[src/nnva_pkg.sv]
// nnva_pkg: shared types and constants for the nearest neighbor variance acquisition block
// no dependencies; imported by nnva_acq, nearest_neighbor_variance_acquisition and the testbench

package nnva_pkg;

    localparam int VAL_W    = 24;
    localparam int SPREAD_W = 23;
    localparam int ACQ_W    = 63;
    localparam int NEAR_W   = 8;
    localparam int SQ_W     = 48;
    localparam int CFG_IDX_W = 2;
    localparam int CFG_DAT_W = 9;

    localparam logic [CFG_IDX_W-1:0] REG_TRAIN_COUNT = 2'd0;
    localparam logic [CFG_IDX_W-1:0] REG_DIM_COUNT   = 2'd1;

    typedef enum logic [1:0] {
        OP_LOAD_COORD = 2'd0,
        OP_LOAD_REF   = 2'd1,
        OP_LOAD_TEST  = 2'd2,
        OP_QUERY      = 2'd3
    } op_t;

    typedef struct packed {
        logic                    go;
        logic signed [VAL_W-1:0] mean;
        logic [SPREAD_W-1:0]     spread;
        logic signed [VAL_W-1:0] ref_value;
    } acq_req_t;

    typedef struct packed {
        logic             done;
        logic [ACQ_W-1:0] acquisition;
    } acq_rsp_t;

endpackage

[src/nnva_acq.sv]
// nnva_acq: computes 4*var*bias^2 + 2*var^2 as var*(4*bias^2 + 2*var), Q.16 result
// depends on nnva_pkg; four partial products of a shared multiplier, one per cycle

module nnva_acq
    import nnva_pkg::*;
(
    input  logic     clk,
    input  logic     rst_n,
    input  acq_req_t req,
    output acq_rsp_t rsp
);

    localparam int VAR_W  = 2 * SPREAD_W;
    localparam int VL_W   = VAR_W / 2;
    localparam int VH_W   = VAR_W - VL_W;
    localparam int S_W    = SQ_W + 3;
    localparam int SL_W   = (S_W + 1) / 2;
    localparam int PP_W   = VH_W + SL_W;
    localparam int PROD_W = VAR_W + S_W;
    localparam int DROP_W = 48;
    localparam int KEEP_W = PROD_W - DROP_W;
    localparam logic [2:0] LAST_STEP = 3'd4;

    typedef enum logic [1:0] {A_IDLE, A_SUM, A_MUL} state_t;

    state_t              state_reg;
    logic [2:0]          step_reg;
    logic [1:0]          pp_sel_reg;
    logic                done_reg;
    logic [ACQ_W-1:0]    acq_reg;
    logic [VAR_W-1:0]    var_reg;
    logic [SQ_W-1:0]     b2_reg;
    logic [S_W-1:0]      s_reg;
    logic [PP_W-1:0]     pp_reg;
    logic [PROD_W-1:0]   prod_reg;

    logic signed [VAL_W:0]     bias;
    logic signed [2*VAL_W+1:0] bias_sq;
    logic [VAR_W-1:0]          var_prod;
    logic [VH_W-1:0]           var_part;
    logic [SL_W-1:0]           s_part;
    logic [PP_W-1:0]           pp_next;
    logic [PROD_W-1:0]         pp_shift;
    logic [PROD_W-1:0]         prod_next;

    assign bias     = {req.mean[VAL_W-1], req.mean} - {req.ref_value[VAL_W-1], req.ref_value};
    assign bias_sq  = bias * bias;
    assign var_prod = VAR_W'(req.spread) * VAR_W'(req.spread);

    assign var_part = step_reg[1] ? VH_W'(var_reg[VAR_W-1:VL_W]) : VH_W'(var_reg[VL_W-1:0]);
    assign s_part   = step_reg[0] ? SL_W'(s_reg[S_W-1:SL_W]) : s_reg[SL_W-1:0];
    assign pp_next  = PP_W'(var_part) * PP_W'(s_part);

    always_comb
    begin
        case (pp_sel_reg)
            2'd0:    pp_shift = PROD_W'(pp_reg);
            2'd1:    pp_shift = PROD_W'(pp_reg) << SL_W;
            2'd2:    pp_shift = PROD_W'(pp_reg) << VL_W;
            default: pp_shift = PROD_W'(pp_reg) << (VL_W + SL_W);
        endcase
    end

    assign prod_next = prod_reg + pp_shift;

    always_ff @(posedge clk or negedge rst_n)
    begin
        if (!rst_n)
        begin
            state_reg <= A_IDLE;
            step_reg  <= '0;
            done_reg  <= 1'b0;
        end
        else
        begin
            done_reg <= 1'b0;
            unique case (state_reg)
                A_IDLE:
                begin
                    if (req.go)
                    begin
                        state_reg <= A_SUM;
                    end
                end
                A_SUM:
                begin
                    step_reg  <= '0;
                    state_reg <= A_MUL;
                end
                A_MUL:
                begin
                    step_reg <= step_reg + 3'd1;
                    if (step_reg == LAST_STEP)
                    begin
                        done_reg  <= 1'b1;
                        state_reg <= A_IDLE;
                    end
                end
                default:
                begin
                    state_reg <= A_IDLE;
                end
            endcase
        end
    end

    always_ff @(posedge clk)
    begin
        if (state_reg == A_IDLE && req.go)
        begin
            var_reg <= var_prod;
            b2_reg  <= bias_sq[SQ_W-1:0];
        end
        if (state_reg == A_SUM)
        begin
            s_reg    <= S_W'({b2_reg, 2'b00}) + S_W'({var_reg, 1'b0});
            prod_reg <= '0;
        end
        if (state_reg == A_MUL)
        begin
            if (step_reg != LAST_STEP)
            begin
                pp_reg     <= pp_next;
                pp_sel_reg <= step_reg[1:0];
            end
            if (step_reg != 3'd0)
            begin
                prod_reg <= prod_next;
            end
            if (step_reg == LAST_STEP)
            begin
                // product stays below 2^97, so the Q.16 value never reaches saturation
                acq_reg <= ACQ_W'(prod_next[PROD_W-1:PROD_W-KEEP_W]);
            end
        end
    end

    assign rsp.done        = done_reg;
    assign rsp.acquisition = acq_reg;

endmodule

[config.mk]
export PLATFORM = sky130hd
export DESIGN_NAME = nnva_acq
export DESIGN_NICKNAME = d
export VERILOG_FILES = /design/src/nnva_pkg.sv /design/src/nnva_acq.sv
export SDC_FILE = /design/constraint.sdc
export NUM_CORES = 2
export LEC_CHECK = 0
export BUFFER_PORTS_ARGS = -buffer_cell sky130_fd_sc_hd__buf_2
export CORE_MARGIN = 2
export CORE_UTILIZATION = 55
export DETAILED_ROUTE_END_ITERATION = 16
export GPL_ROUTABILITY_DRIVEN = 0
export PLACE_DENSITY = 0.71
export SYNTH_ARGS = -nofsm -noshare
export SYNTH_HDL_FRONTEND = slang
export SYNTH_SLANG_ARGS = --single-unit
[constraint.sdc]
create_clock -name clk -period 11.2 [get_ports clk]
set_input_delay 2.24 -clock clk [delete_from_list [all_inputs] [get_ports clk]]
set_output_delay 2.24 -clock clk [all_outputs]
set_load 0.005 [all_outputs]
==> results.md <==
Finish:
- After the last flow step, the layout net total stands at 10.4k.
- The register with the most flip-flops in the layout has 97 of them.
- In the final layout, the multi-input gates occupy 0.0581 sq mm.
- The post-layout instance area is 0.0805 sq mm.
- The area taken by flip-flops and latches is 0.00936 sq mm.
- Relative to the synthesized area, the layout overhead comes to 6.99%.
- Cells with a size suffix above 1 make up roughly 7.6% of the layout.
- After filler insertion, the fill cell instance count of the layout stands at 11.5k.

Detailed routing:
- After detailed routing, the wire length on met1 is 78100 um.
- In this run, the number of DRC markers left after iteration 0 of detailed routing was between 4k and 5k.
- The average routed wire per standard cell is 20.1 um.
- The met2 routed wirelength is 96100 um.
- The count of TritonRoute iterations in the first routing pass is 8.
- The post-detailed-route via-to-cell ratio is 5.65.
- Routed signal wires occupy layers up through met4.
- Wires add up to 202000 um.
- The length of routed met3 wiring is between 15000 and 20000 um.
- The routed layout has ~57k vias.
- In the routed design, unresolved DRC markers number 0.
- The final antenna-violating net count is 0.

Die:
- The die covers 0.140 sq mm.
- The row count is 135.
- The initial utilization of the core area, before any placement, comes to 55.5%.
- In this run the count of I/O pins placed on the die edge is 138.
- The die is 374 um wide.
- The floorplan step set the die height to 374 um.
- The core region is 0.136 sq mm.

Worst hold path:
- The worst hold path was traced through 0 stages.
- The worst hold path belongs to the class reg -> reg.

CTS:
- The clock-pin slew of the registers on the worst-case setup and hold paths is 0.06 ns.
- The CTS root buffer is clkbuf_16.
- The clock buffer count from CTS is 42.
- The count of hold buffers inserted by post-cts repair is 0.
- TritonCTS built the clock tree.
- The H-tree level count is 2.
- The buffer depth of the longest clock path is 3.
- The clock latency on the worst-skew pair is 0.62 ns.
- The tree built by TritonCTS fans out to 345 sinks.

Setup path:
- The slowest stage of the critical path belongs to the cell fa_1.
- The largest incremental delay on the critical path is around 0.54 ns.
- The worst path buffer plus inverter count is 10.
- The maximum fanout along the worst path is 3.
- Among the stages of the critical path, the cell type that occurs most often is fa_1.
- The type of element launching the critical path is an input port.
- The worst register-to-register path has a depth of 25.
- The cell family contributing the most delay on the critical path is adder cells.
- The worst setup path is captured at a register.
- The path length in cells of the critical path is 41.
- Data on the critical path is required at its endpoint by roughly 11 ns.
- The arrival time reported for the critical path endpoint is between 10 and 15 ns.
- The critical path is of the in -> reg type.

Timing:
- The final worst-path cycle share is 95.3%.
- The count of final max-slew check failures came to 0.
- Derived from the worst setup path, the maximum achievable clock frequency is 93.7 MHz.
- The total count of hold-check failures in the final report is 0.
- The final critical delay including setup and external delays is roughly 11 ns.
- At the pin with the least slew margin, the transition time is roughly 1.2 ns.
- The max-slew headroom at the worst pin is 20.6%.
- Setup repair after global routing left no endpoint under its margin.
- Setup violations remaining at the end of the flow were counted as 0.
- The worst clock skew is 0.0818 ns.

Run status:
- The flow ran to the end, and the final reports show no timing, DRC or antenna violations.

Placed design:
- The placed cell area is 0.0790 sq mm.
- Detailed placement ended at an HPWL of 165000 um.
- The count of port buffers added during placement is 123.

GRT:
- The initial antenna violation count is 2.
- For this run the aggregate overflow at the end of global routing stands at 0.
- The global-route wire length before repair is 324000 um.
- The global routing usage summed across all routing layers is 29.4%.
- Entering global routing, the biggest net connects 76 pins.
- The via count of the first global-routing pass is ~60k.

Yosys:
- The synthesized design contains 345 register bits.
- The post-synthesis share of cell area spent on and, or, nand and nor gates is 12.3%.
- Summing the sequential cell areas from Yosys gives 12.4% of the chip area.
- The warning count from the yosys run is 0.
- The number of enable-type register cells in the synthesized netlist is 242.
- Of the total synthesized cell area, the portion taken by full adders, half adders and majority gates is 50.3%.
- The mean area per synthesized cell is 9.32 sq um.
- In this run the cell area of the synthesized design comes to 0.0753 sq mm.
- Summing the areas of all compound-gate instances in the mapped netlist gives 9.05% of the synthesized area.
- Of the total synthesized cell area, the portion taken by XOR and XNOR cells is 3.64%.
- The main combinational cell family by area after synthesis is adder cells.
- The prevailing post-synth register cell is edfxtp_1.
- The portion of synthesized area spent on multiplexers is roughly 1.5%.
- The number of distinct library cell variants in the gate-level netlist after synthesis is ~110.
- Synthesis produced 8080 cells.
- For this run, asynchronously set or reset flops after synthesis account for 1.74%.

Flow run:
- The tool flagged a number of max-cap violations equal to 0.
==> what timing repair did <==
| action | 4_1_cts | 5_1_grt |
|---|---|---|
| resized for setup | 0 | 32 |
| setup endpoints to repair | 0 | 8 |
| endpoints found under the hold margin | 0 | 0 |
| buffers inserted | 0 | 1 |
==> cell usage in the layout, fill, tap and decap left out, types with 74 or more instances in the layout <==
cell type and count:
o21bai_1 74, o21ai_0 174, xnor2_1 205, inv_1 1805, buf_2 123, edfxtp_1 242, and2_1 188, nor2_1 470
a21oi_1 298, a21o_1 131, ha_1 655, fa_1 1481, xor2_1 104, nand2_1 933, nand3b_1 76, dfxtp_1 97
buf_4 256
==> Yosys cell counts (104+ instances only) <==
cell type  count  area [sq um]
and2_1       190          1190
xor2_1       104           911
nor2_1       476          1790
clkbuf_1     239           897
xnor2_1      206          1800
edfxtp_1     242          7270
nand2_1      933          3500
ha_1         656          8210
a21o_1       131           983
o21ai_0      177           886
inv_1       1805          6780
a21oi_1      301          1510
fa_1        1482         29700
==> kinds of logic (layout without fill, tap and decap cells) <==
| kind of cell | after synthesis | after routing |
|---|---|---|
| buffers and inverters | 2118 | 2274 |
| and+or+nand+nor | 2047 | 2047 |
| AOI/OAI and AO/OA | 1016 | 1016 |
| DFF | 345 | 345 |
| other | 1 | 17 |
| muxes | 104 | 104 |
| xor gates and xnor gates | 311 | 311 |
| adders and majority gates | 2138 | 2138 |
==> stage by stage <==
step,instances,worst slack (ns),hold WS (ns),util (%),setup TNS [ns]
after floorplan,8093,0.0217,0.400,-,0
after global placement,9953,-0.303,0.411,58.2,-1.04
after detailed placement,9953,-0.355,0.443,58.2,-1.80
after CTS,10000,0.261,0.456,59.3,0
after global routing,10000,0.0113,0.457,59.4,0
final,10000,0.532,0.452,59.4,0
==> per-layer routing <==
layer | up-vias | track usage (%)
met3 | 579 | 4.98
li1 | 25400 | -
met2 | 2475 | 49.1
met1 | 28200 | 38.0
met4 | 0 | 12.1
met5 | - | 0
==> worst register-to-register path, stage by stage (launching register included) <==
cell,delay [ns]
dfrtp_2,0.65
buf_4,0.47
mux2_2,0.75
nand2_1,0.22
fa_1,0.50
fa_1,0.54
inv_1,0.06
fa_1,0.56
fa_1,0.46
fa_1,0.56
inv_1,0.06
fa_1,0.48
inv_1,0.05
fa_1,0.46
ha_1,0.39
nand4_1,0.13
nor2_1,0.10
and3_1,0.21
a32oi_1,0.25
nand3_1,0.21
o31ai_1,0.46
a31oi_2,0.31
o31ai_1,0.47
o41ai_1,0.18
mux2i_1,0.14
or3b_1,0.42
==> worst paths after layout <==
kind                                   from     endpoint  slack, ns
worst max-delay path                req[47]   b2_reg[45]       0.53
worst min-delay path              b2_reg[0]     s_reg[2]       0.45
worst max register to register  step_reg[0]   pp_reg[48]       1.83
worst min register to register    b2_reg[0]     s_reg[2]       0.45
max in group asynchronous             rst_n  step_reg[0]       9.48
min in group asynchronous             rst_n  step_reg[0]       1.50
==> layout make-up <==
type | count | area share (%)
multi-input combinational | 5630 | 72.1
tap | 1781 | 2.77
inverter | 1813 | 8.45
timing repair buffer | 385 | 3.28
sequential | 345 | 11.6
clock inverter | 28 | 0.435
clock buffer | 48 | 1.33
antenna | 3 | 0.00932
Power is not shown: default switching activity piles up to over one toggle a cycle in this logic, so the estimate is an artifact.
